File: src/hw/rtl/lrukfr_pkg.sv
// shared types and command codes for the lru-k frame replacer
`timescale 1ns / 1ps
package lrukfr_pkg;
    typedef enum logic [1:0] {
        CMD_ACCESS = 2'd0,
        CMD_SET_EVICT = 2'd1,
        CMD_REMOVE = 2'd2,
        CMD_EVICT = 2'd3
    } cmd_t;

    typedef enum logic [1:0] {
        ST_OK = 2'd0,
        ST_RANGE = 2'd1,
        ST_NOT_EVICTABLE = 2'd2
    } status_t;

    // controller to datapath commands
    typedef struct packed {
        logic latch_in;     // capture input beat, read ring state of its frame
        logic decide;       // read frame flags, resolve non-evict commands
        logic scan_start;   // reset scan index and best
        logic scan_issue;   // issue ring state read for scan index
        logic scan_slot;    // issue history read from returned ring state
        logic scan_eval;    // compare returned stamp
        logic evict_apply;  // clear the chosen victim
    } dp_cmd_t;

    // datapath to controller status
    typedef struct packed {
        logic is_evict;
        logic scan_last;
    } dp_stat_t;
endpackage

File: src/hw/rtl/lrukfr_ctrl.sv
// controller state machine for the lru-k frame replacer
`timescale 1ns / 1ps
module lrukfr_ctrl (
    input  logic clk,
    input  logic rst_n,
    input  logic in_valid,
    output logic in_stall,
    output logic out_valid,
    input  logic out_stall,
    input  lrukfr_pkg::dp_stat_t dp_stat,
    output lrukfr_pkg::dp_cmd_t dp_cmd
);
    typedef enum logic [2:0] {
        S_IDLE, S_DECIDE, S_ISSUE, S_LAST, S_DRAIN, S_APPLY, S_OUT
    } state_t;
    state_t state_reg;
    logic out_valid_reg;

    assign in_stall = (state_reg != S_IDLE);
    assign out_valid = out_valid_reg;

    // command decode per state
    always_comb
    begin
        dp_cmd = '0;
        dp_cmd.latch_in = (state_reg == S_IDLE) && in_valid;
        dp_cmd.decide = (state_reg == S_DECIDE);
        dp_cmd.scan_start = (state_reg == S_DECIDE);
        dp_cmd.scan_issue = (state_reg == S_ISSUE);
        dp_cmd.scan_slot = (state_reg == S_ISSUE) || (state_reg == S_LAST);
        dp_cmd.scan_eval = (state_reg == S_ISSUE) || (state_reg == S_LAST) ||
                           (state_reg == S_DRAIN);
        dp_cmd.evict_apply = (state_reg == S_APPLY);
    end

    // state and output valid
    always_ff @(posedge clk or negedge rst_n)
    begin
        if (!rst_n)
        begin
            state_reg <= S_IDLE;
            out_valid_reg <= 1'b0;
        end
        else
        begin
            unique case (state_reg)
                S_IDLE:
                    if (in_valid)
                        state_reg <= S_DECIDE;
                S_DECIDE:
                    if (dp_stat.is_evict)
                        state_reg <= S_ISSUE;
                    else
                    begin
                        state_reg <= S_OUT;
                        out_valid_reg <= 1'b1;
                    end
                S_ISSUE:
                    if (dp_stat.scan_last)
                        state_reg <= S_LAST;
                S_LAST:
                    state_reg <= S_DRAIN;
                S_DRAIN:
                    state_reg <= S_APPLY;
                S_APPLY:
                begin
                    state_reg <= S_OUT;
                    out_valid_reg <= 1'b1;
                end
                S_OUT:
                    if (!out_stall)
                    begin
                        state_reg <= S_IDLE;
                        out_valid_reg <= 1'b0;
                    end
                default: state_reg <= S_IDLE;
            endcase
        end
    end
endmodule

File: config.mk
export PLATFORM = sky130hd
export DESIGN_NAME = lrukfr_ctrl
export DESIGN_NICKNAME = d
export VERILOG_FILES = /design/src/hw/rtl/lrukfr_pkg.sv /design/src/hw/rtl/lrukfr_ctrl.sv
export SDC_FILE = /design/constraint.sdc
export NUM_CORES = 1
export LEC_CHECK = 0
export BUFFER_PORTS_ARGS = -buffer_cell sky130_fd_sc_hd__buf_2
export CORE_AREA = 4 4 41 43
export CTS_CLUSTER_DIAMETER = 40
export DETAILED_ROUTE_END_ITERATION = 10
export DIE_AREA = 0 0 45 47
export HOLD_SLACK_MARGIN = 0.1
export SETUP_SLACK_MARGIN = 0.02
export SLEW_MARGIN = 25
export SYNTH_ARGS = -nofsm -noshare
export SYNTH_HDL_FRONTEND = slang
export SYNTH_SLANG_ARGS = --single-unit
File: constraint.sdc
create_clock -name clk -period 0.95 [get_ports clk]
set_input_delay 0.095 -clock clk [delete_from_list [all_inputs] [get_ports clk]]
set_output_delay 0.095 -clock clk [all_outputs]
set_load 0.05 [all_outputs]
; ---- After elaboration in Yosys (flattened, before gate mapping)
; Index checks and enable logic that the tools add are counted.
[op_classes]
n_reduce_logical = 8
mux = 8
n_eq_ne = 10
[ops]
columns = cell, n
row1 = one-hot mux 3 bit (7 select lines), 1
row2 = 2-to-1 mux 3 bit, 4
row3 = equality test 3 bit (second input constant), 3
row4 = inequality test 2 bit (second input constant), 4
row5 = equality test 3 x 2 -> 1 bit (second input constant), 2
row6 = AND reduction 3 bit, 2
row7 = nonzero test 3 bit, 2
row8 = equality test 3 x 1 -> 1 bit (second input constant), 1
row9 = zero test 3 bit, 1
row10 = one-hot mux 1 bit (3 select lines), 1
row11 = logical OR 1 bit, 2
row12 = 2-to-1 mux 1 bit, 2
row13 = logical AND 1 bit, 1
[word_totals]
wordCells = 28
ff_bits = 4

; ---- Logic depth before layout (Yosys ltp)
; Gate-level depths: netlist (run 1).
[logic_depth]
ltp_word = 3
mapped_depth = 4

; ---- Worst setup path after synthesis (run 1)
; No wires, ideal clock.
[synth_timing]
path_kind = register to output
from = reg state_reg[2]
to = out dp_cmd[1] (netlist bit)
t_required_ps = 855
stages_incl_launch_ff = 4
arrival_ps = 1765
n_path_buf = 1
slack_ps = -910
path_cell_list = dfrtp_1 > buf_2 > nor2b_1 > o21bai_1
[synth_rtl]
columns = item, line
row1 = "start, declared", lrukfr_ctrl.sv:16  ; state_t state_reg;
row2 = "start signal, assigned", lrukfr_ctrl.sv:41  ; state_reg <= S_IDLE;
row3 = "start signal, assigned", lrukfr_ctrl.sv:49  ; state_reg <= S_DECIDE;
row4 = "start signal, assigned", lrukfr_ctrl.sv:52  ; state_reg <= S_ISSUE;
row5 = "end, declared", lrukfr_ctrl.sv:11  ; output lrukfr_pkg::dp_cmd_t dp_cmd

==> results.yml, run 1 <==
grt:
  global_route.usage.met2_pct: 18.6
  grt_util_all_layers_pct: 12.0
  use_met1_pct: 13.3
  first_global_vias: 367
  grt_first_pass_wirelength_mm: 1.68
  global_route.overflow_total: 0
  grt_antenna_before_repair: 0
  maximum_number_of_pins_on_one_net_before_global_route_repair: 7
  global_route.usage.met3_pct: 4.60
  global_route.peak_usage_layer: "met2"
route:
  drc_errors: 0
  drt-pass1-iter-count: 4
  wirelength_mm: 1.03
  route.detailed.vias_per_inst: 4.41
  wl_per_cell_um: 13.2
  postRouteAntennaNets: 0
  vias: 344
  drt_iter0_markers: 4
timing:
  finClkSkew_ps: 8.32
  layout_min_cycle_time_ps: 1410
  rsz_0062_raised_after_global_routing: "yes"
  finalCritPeriodShare_pct: 149
  setup_total_negative_slack_ps: -3720
  setup_violating_endpoint_count_in_the_final_report: 12
  max_slew_headroom_pct: 83.5
  fin_ws_ps: -462
  max_freq_mhz: 708
  worst_pin_slew_ps: 249
  timing_max_transition_violations_final: 0
  hold_viol: 0
final_layout:
  final_common_cell: "buf_6"
  drive_above_1_share_pct: 84.1
  finish.utilization_pct: 52.2
  antenna-diode-count: 0
  largest_register_ff_count: 3
  area_overhead_of_the_layout_relative_to_synthesis_pct: 151
  mostFrequentLayoutCells: "buf_6, buf_2, buf_4, nor2_4, clkbuf_4"
  nets: 70
clock_tree:
  worst_skew_pair.late_latency_ps: 240
  cell_at_the_root_of_the_clock_tree: "clkbuf_4"
  cts_max_path_buffers: 2
  tritoncts: "built"
  path_clk_slew_ps: 30
  ctsHtreeMaxLevel: 1
  clock_sinks: 4
  tritoncts.num_buffers: 3
yosys:
  synth.largest_area_cell: "dfrtp_1"
  syn-instance-count: 32
  synth_top_family_by_area: "simple AND/OR/NAND/NOR gates"
  ys_ff_latch: 4
  xor_xnor_share_of_the_synthesized_area_pct: 0
  yosys-mux-area-fraction_pct: 0
  synth-compound-area-share_pct: 17.1
  synth_fp_nets: 38
  synth_simple_gate_area_share_pct: 34.3
  yosysSeqAreaShare_pct: 37.0
  synth_largest_type_area_fraction_pct: 37.0
  yosys.area_share.adder_pct: 0
  yosys_warnings: 0
  post_synth_instance_area_um2: 270
  yosysUniqueCellTypes: 18
  synth.area.top_cells: "dfrtp_1, nand2b_1, a21oi_1"
  synthesis.area_per_instance_um2: 8.45
worst_hold_path:
  worst_hold_path.endpoint: "state_reg[0]$_DFFE_PN0P_"
  timing.hold.worst_path_depth: 3
  holdCritPathClass: "in -> reg"
  hp-start: "in_valid"
setup_path:
  setup.worst_path.end_class: "primary output"
  start_kind: "flop"
  r2r_slack_ps: -240
  crit_fanout: 6
  worst-endpoint-arrival_ps: 1320
  timing.rr.end: "out_valid$_DFFE_PN0P_"
  path_class: "reg -> out"
  depth_of_the_worst_register_to_register_path: 6
  reg2reg_from: "state_reg[2]$_DFFE_PN0P_"
  cp_data_required_time_ps: 850
flow_run:
  drv.max_cap_violation_count: 0
outcome:
  outcome: "finished with violations"
  violations: "setup timing"
placement:
  hpwlAfterDp_um: 573
  preCtsSetupSlack_ps: -290
  gp_routability_congestion: 0.824
  place.port_buffers: 14
die:
  boundaryPins: 15
  chipHeight_um: 47
  dieArea_um2: 2120
  placementRows: 13
  initial_core_util_pct: 20.8
  die_x_um: 45
  core_area_um2: 1300
[cells in the mapped netlist (all sizes together)]
library cell,count
nand2b,6
dfrtp,4
nor2,4
a21oi,3
buf,3
inv,2
nor3,2
o21ai,2
a21boi,1
a31oi,1
nor2b,1
nor3b,1
o21bai,1
or3,1
[routing by layer]
| metal | routed length [um] | part of all wire [%] |
|---|---|---|
| met5 | 0 | 0 |
| met4 | 27 | 2.6 |
| met3 | 62 | 6.0 |
| met2 | 539 | 52 |
| met1 | 399 | 39 |
[through the flow]
step	cells	area, um^2	hold slack (ps)
final	78	679	160
after global routing	78	679	181
after CTS	76	634	170
after detailed placement	65	428	-94.6
after global placement	65	428	-95.3
after floorplan	32	320	-201
[worst max-delay path: stages (launching register included)]
cell and delay [ps]:
dfrtp_2 430, or3_4 400, nor2_4 100, buf_8 150
[timing repair]
item,in CTS,in global routing
setup buffers,7,2
setup endpoints to repair,13,12
hold buffers,1,0
pin swaps,9,3
endpoints found under the hold margin,4,0
gates resized for setup,36,7
[how the worst max path moves through the flow]
| stage | slack (ps) | from | end | depth (start not counted) |
|---|---|---|---|---|
| floorplan | -420 | state_reg[1]$_DFFE_PN0P_ | dp_cmd[6] | 3 |
| global placement | -280 | state_reg[1]$_DFFE_PN0P_ | dp_cmd[6] | 3 |
| detailed placement | -290 | state_reg[1]$_DFFE_PN0P_ | dp_cmd[6] | 3 |
| CTS | -440 | state_reg[1]$_DFFE_PN0P_ | dp_cmd[6] | 3 |
| global route | -500 | state_reg[1]$_DFFE_PN0P_ | dp_cmd[6] | 3 |
| finish | -460 | state_reg[1]$_DFFE_PN0P_ | dp_cmd[6] | 3 |
[final cells by class]
class	count	area (um^2)
flip-flops and latches	4	103
repair buffers	30	284
inverters	2	10.0
fillers	121	622
clock buffers	4	26.3
well taps	15	18.8
multi-input cells	23	238
[cell families after synthesis]
kind of cell,after synthesis
compound gates,8
buf+inv,5
simple gates,15
flops,4
Power of run 1 is left out: the tool's default activity adds up to more than one toggle a clock period on the data nets, which glitch-free logic cannot reach.
==> run 2: changes to the inputs <==
--- a/config.mk
+++ b/config.mk
@@ -5,12 +5,16 @@
 export SDC_FILE = /design/constraint.sdc
 export NUM_CORES = 1
 export LEC_CHECK = 0
+export ABC_AREA = 0
 export BUFFER_PORTS_ARGS = -buffer_cell sky130_fd_sc_hd__buf_2
+export CELL_PAD_IN_SITES_DETAIL_PLACEMENT = 1
+export CELL_PAD_IN_SITES_GLOBAL_PLACEMENT = 1
 export CORE_AREA = 4 4 41 43
 export CTS_CLUSTER_DIAMETER = 40
 export DETAILED_ROUTE_END_ITERATION = 10
 export DIE_AREA = 0 0 45 47
 export HOLD_SLACK_MARGIN = 0.1
+export PLACE_DENSITY_LB_ADDON = 0.1
 export SETUP_SLACK_MARGIN = 0.02
 export SLEW_MARGIN = 25
 export SYNTH_ARGS = -nofsm -noshare
==> constraint.sdc (replaced) <==
create_clock -name clk -period 1.3 [get_ports clk]
set_input_delay 0.13 -clock clk [delete_from_list [all_inputs] [get_ports clk]]
set_output_delay 0.13 -clock clk [all_outputs]
set_load 0.05 [all_outputs]
==> run 2 against run 1 <==
  * The flow still finishes with violations (setup timing)
  * Sequential share of layout area grew 5.4 points
  * Worst setup slack gained 350 ps
  * Die area is the same
  * Global-route usage shrank 1.9 points
  * Highest routed layer unchanged
==> results.yml, run 2 (same netlist as run 1, synthesis figures left out) <==
grt:
  global_route.overflow_total: 0
  grt_util_all_layers_pct: 10.1
  grt_antenna_before_repair: 0
  maximum_number_of_pins_on_one_net_before_global_route_repair: 9
  first_global_vias: 333
  grt_first_pass_wirelength_mm: 1.39
timing:
  worst_pin_slew_ps: 249
  layout_min_cycle_time_ps: 1420
  hold_viol: 0
  setup_violating_endpoint_count_in_the_final_report: 6
  max_freq_mhz: 706
  finalCritPeriodShare_pct: 109
  rsz_0062_raised_after_global_routing: "yes"
  fin_ws_ps: -116
  timing_max_transition_violations_final: 0
  finClkSkew_ps: 5.04
  max_slew_headroom_pct: 83.5
final_layout:
  finish.utilization_pct: 37.5
  largest_register_ff_count: 3
  mostFrequentLayoutCells: "buf_2, buf_6, nand2b_1, dfrtp_1"
  area_overhead_of_the_layout_relative_to_synthesis_pct: 80.6
  nets: 59
  filler_cell_count: 164
  antenna-diode-count: 0
  drive_above_1_share_pct: 58.8
die:
  chipHeight_um: 47
  boundaryPins: 15
  die_x_um: 45
  placementRows: 13
  initial_core_util_pct: 20.8
  core_area_um2: 1300
  dieArea_um2: 2120
setup_path:
  worst_setup_path_startpoint: "state_reg[1]$_DFFE_PN0P_"
  reg2reg_from: "state_reg[2]$_DFFE_PN0P_"
  path_class: "reg -> out"
  worstPathCellList: "or3_4, nor2_4, buf_8"
  cp_data_required_time_ps: 1170
  timing.rr.end: "state_reg[0]$_DFFE_PN0P_"
  critical_path_top_delay_cell: "or3_4"
  depth_of_the_worst_register_to_register_path: 4
  crit_fanout: 4
  r2r_slack_ps: 300
  setup.worst_path.end_class: "primary output"
  start_kind: "flop"
  worst-endpoint-arrival_ps: 1290
  timing.critical_path.slowest_cell_delay_ps: 400
route:
  route.detailed.vias_per_inst: 4.62
  vias: 305
  drt_iter0_markers: 1
  wl_per_cell_um: 13.4
  postRouteAntennaNets: 0
  drt-pass1-iter-count: 3
  drc_errors: 0
  wirelength_um: 884
outcome:
  violations: "setup timing"
  outcome: "finished with violations"
placement:
  gp_routability_congestion: 0.732
  hpwlAfterDp_um: 683
  place.port_buffers: 14
clock_tree:
  cell_at_the_root_of_the_clock_tree: "clkbuf_4"
  tritoncts: "built"
  ctsHtreeMaxLevel: 1
  clock_sinks: 4
  cts_setup_buffers: 0
  path_clk_slew_ps: 40
  cts_max_path_buffers: 2
  worst_skew_pair.late_latency_ps: 240
  tritoncts.num_buffers: 3
worst_hold_path:
  holdCritPathClass: "in -> reg"
  hp-start: "in_valid"
  worst_hold_path.endpoint: "state_reg[0]$_DFFE_PN0P_"
  timing.hold.worst_path_depth: 3
flow_run:
  drv.max_cap_violation_count: 0
-- run 2: how the worst max path moves through the flow --
stage	to	slack (ps)	cells after the start
after floorplan	dp_cmd[6]	-100	3
after global placement	dp_cmd[6]	50	3
after detailed placement	dp_cmd[6]	40	3
after CTS	dp_cmd[6]	-120	3
after global routing	dp_cmd[6]	-180	3
final	dp_cmd[6]	-120	3
-- run 2: area by class of cell --
type | instances | area, um^2 | share of cell area (%)
inverters | 2 | 7.51 | 1.54
clock buffers | 3 | 22.5 | 4.62
flip-flops and latches | 4 | 100 | 20.5
well taps | 15 | 18.8 | 3.85
multi-input cells | 23 | 178 | 36.4
repair buffers | 19 | 161 | 33.1
-- run 2: critical path, delay by kind of cell, from the launching register on --
| kind | cells | cell delay (ps) |
|---|---|---|
| DFF | 1 | 390 |
| and+or+nand+nor | 2 | 500 |
| buffers and inverters | 1 | 150 |
-- run 2: timing repair --
action / 4_1_cts / 5_1_grt
hold endpoints to repair: 4 / 0
endpoints found under the setup margin: 8 / 8
gates resized for setup: 15 / 2
hold buffers: 1 / 0
pin swaps: 2 / 0
-- run 2: layer usage --
layer / vias up / track usage (%) / share of wire (%)
li1: 144 / - / -
met1: 145 / 11.0 / 41
met2: 13 / 15.5 / 48
met3: 3 / 2.30 / 8.0
met4: 0 / 10.5 / 3.4
met5: - / 0 / 0
-- run 2: through the flow --
step                      instance area [um^2]  TNS (ps)  cells  setup slack (ps)  hold WS, ps
after floorplan                            305      -183     32              -101         -166
after global placement                     397         0     62              54.9        -53.8
after detailed placement                   397         0     62              39.6        -51.1
after CTS                                  480      -448     66              -122          197
after global routing                       488      -802     66              -175          207
final                                      488      -395     66              -116          193
Power of run 2 is left out for the same reason.
==> run 3: changes to the inputs <==
--- a/config.mk
+++ b/config.mk
@@ -6,7 +6,7 @@
 export NUM_CORES = 1
 export LEC_CHECK = 0
 export ABC_AREA = 0
-export BUFFER_PORTS_ARGS = -buffer_cell sky130_fd_sc_hd__buf_2
+export BUFFER_PORTS_ARGS = -buffer_cell sky130_fd_sc_hd__buf_4
 export CELL_PAD_IN_SITES_DETAIL_PLACEMENT = 1
 export CELL_PAD_IN_SITES_GLOBAL_PLACEMENT = 1
 export CORE_AREA = 4 4 41 43
@@ -14,7 +14,7 @@
 export DETAILED_ROUTE_END_ITERATION = 10
 export DIE_AREA = 0 0 45 47
 export HOLD_SLACK_MARGIN = 0.1
-export PLACE_DENSITY_LB_ADDON = 0.1
+export PLACE_DENSITY = 0.64
 export SETUP_SLACK_MARGIN = 0.02
 export SLEW_MARGIN = 25
 export SYNTH_ARGS = -nofsm -noshare
==> run 3 against run 2 <==
  * The run still ends with setup timing left
  * Core utilization is 6.3 points higher
  * Global-route usage is 1.5 points higher
  * Clock skew is 1.6 ps lower
  * Maximum frequency is 1.1% lower
  * Worst hold slack worse by 1.6 ps
  * Routed wire length is 14% higher
  * Sequential share of layout area is 3.0 points lower
  * First-iteration DRC count stayed put
  * Non-clock buffer count is 5 higher
  * Critical path depth stayed put
  * Via count is 5.6% higher
  * Design area is 17% higher
  * Critical endpoint unchanged
==> results.yml, run 3 (same netlist as run 1, synthesis figures left out) <==
outcome:
  outcome: "finished with violations"
  violations: "setup timing"
timing:
  hold_viol: 0
  layout_min_cycle_time_ps: 1430
  finalCritPeriodShare_pct: 110
  setup_violating_endpoint_count_in_the_final_report: 7
  max_slew_headroom_pct: 87.4
  worst_pin_slew_ps: 188
  setup_total_negative_slack_ps: -433
  finClkSkew_ps: 3.47
  timing_max_transition_violations_final: 0
  max_freq_mhz: 699
  rsz_0062_raised_after_global_routing: "yes"
  fin_hold_ws_ps: 191
  fin_ws_ps: -131
grt:
  grt_util_all_layers_pct: 11.6
  first_global_vias: 380
  grt_antenna_before_repair: 0
  maximum_number_of_pins_on_one_net_before_global_route_repair: 6
  global_route.overflow_total: 0
  grt_first_pass_wirelength_mm: 1.67
final_layout:
  filler_cell_count: 155
  final_common_cell: "buf_4"
  antenna-diode-count: 0
  nets: 64
  multiInputGateArea_um2: 194
  finalInstanceArea_um2: 571
  largest_register_ff_count: 3
  area_overhead_of_the_layout_relative_to_synthesis_pct: 111
  finish.utilization_pct: 43.8
  sequential_cell_area_um2: 100
  drive_above_1_share_pct: 66.1
  mostFrequentLayoutCells: "buf_4, dfrtp_1, buf_8, buf_6"
placement:
  gp_routability_congestion: 0.727
  place.port_buffers: 14
  post_dp_cell_area_um2: 432
  hpwlAfterDp_um: 605
die:
  core_area_um2: 1300
  initial_core_util_pct: 20.8
  chipHeight_um: 47
  dieArea_um2: 2120
  placementRows: 13
  boundaryPins: 15
  die_x_um: 45
route:
  vias: 322
  drt-pass1-iter-count: 2
  drt_iter0_markers: 1
  wirelength_mm: 1.01
  route.detailed.vias_per_inst: 4.54
  wl_per_cell_um: 14.3
  postRouteAntennaNets: 0
  drc_errors: 0
clock_tree:
  cts_max_path_buffers: 2
  clock_sinks: 4
  cell_at_the_root_of_the_clock_tree: "clkbuf_4"
  ctsHtreeMaxLevel: 1
  tritoncts.num_buffers: 3
  worst_skew_pair.late_latency_ps: 230
  tritoncts: "built"
  path_clk_slew_ps: 40
setup_path:
  worst-endpoint-arrival_ps: 1300
  crit_fanout: 3
  cp_data_required_time_ps: 1170
  path_class: "reg -> out"
  start_kind: "flop"
  setup.worst_path.end_class: "primary output"
flow_run:
  drv.max_cap_violation_count: 0
worst_hold_path:
  holdCritPathClass: "in -> reg"
[run 3: changes by cell type in the layout (fill, tap and decap cells not counted), moves of 3 or more]
| cell | previous run | this run |
|---|---|---|
| buf_4 | 3 | 15 |
| buf_2 | 7 | 0 |
| buf_6 | 7 | 4 |
| buf_8 | 1 | 4 |
[run 3: per-layer routing]
layer	GRT usage, %	vias to the layer above	share of wire [%]
li1	-	153	-
met1	12.0	152	39
met2	20.1	13	52
met3	6.51	4	6.1
met4	3.51	0	2.7
met5	0	-	0
[run 3: worst paths after layout]
check / endpoint / startpoint / slack, ps / depth (start not counted)
max in group asynchronous: state_reg[0]$_DFFE_PN0P_ / rst_n / 960 / 2
min in group asynchronous: state_reg[2]$_DFFE_PN0P_ / rst_n / 230 / 2
min: state_reg[1]$_DFFE_PN0P_ / out_stall / 190 / 3
max: dp_cmd[6] / state_reg[2]$_DFFE_PN0P_ / -130 / 3
min reg2reg: out_valid$_DFFE_PN0P_ / out_valid$_DFFE_PN0P_ / 600 / 2
max reg2reg: state_reg[2]$_DFFE_PN0P_ / state_reg[1]$_DFFE_PN0P_ / 140 / 5
[run 3: through the flow]
step,cells,setup slack [ps]
after detailed placement,62,83.3
after global routing,71,-190
after floorplan,32,-101
after global placement,62,81.3
after CTS,70,-124
final,71,-131
[run 3: worst max-delay path, cell delays in order (launching register included)]
cell and delay (ps):
dfrtp_1 400, or3_4 420, nor2_4 100, buf_8 150
[run 3: area by class of cell]
class	instances	share of cell area, %
clock buffers	3	3.95
inverters	2	1.32
multi-input cells	23	34.0
flip-flops and latches	4	17.5
well taps	15	3.29
repair buffers	24	39.9
[run 3: repair_timing]
item,in CTS,in global routing
endpoints found under the hold margin,4,0
endpoints found under the setup margin,8,8
buffers inserted,4,1
hold buffers,1,0
pin swaps,1,2
resized for setup,9,8
Power of run 3 is left out for the same reason.
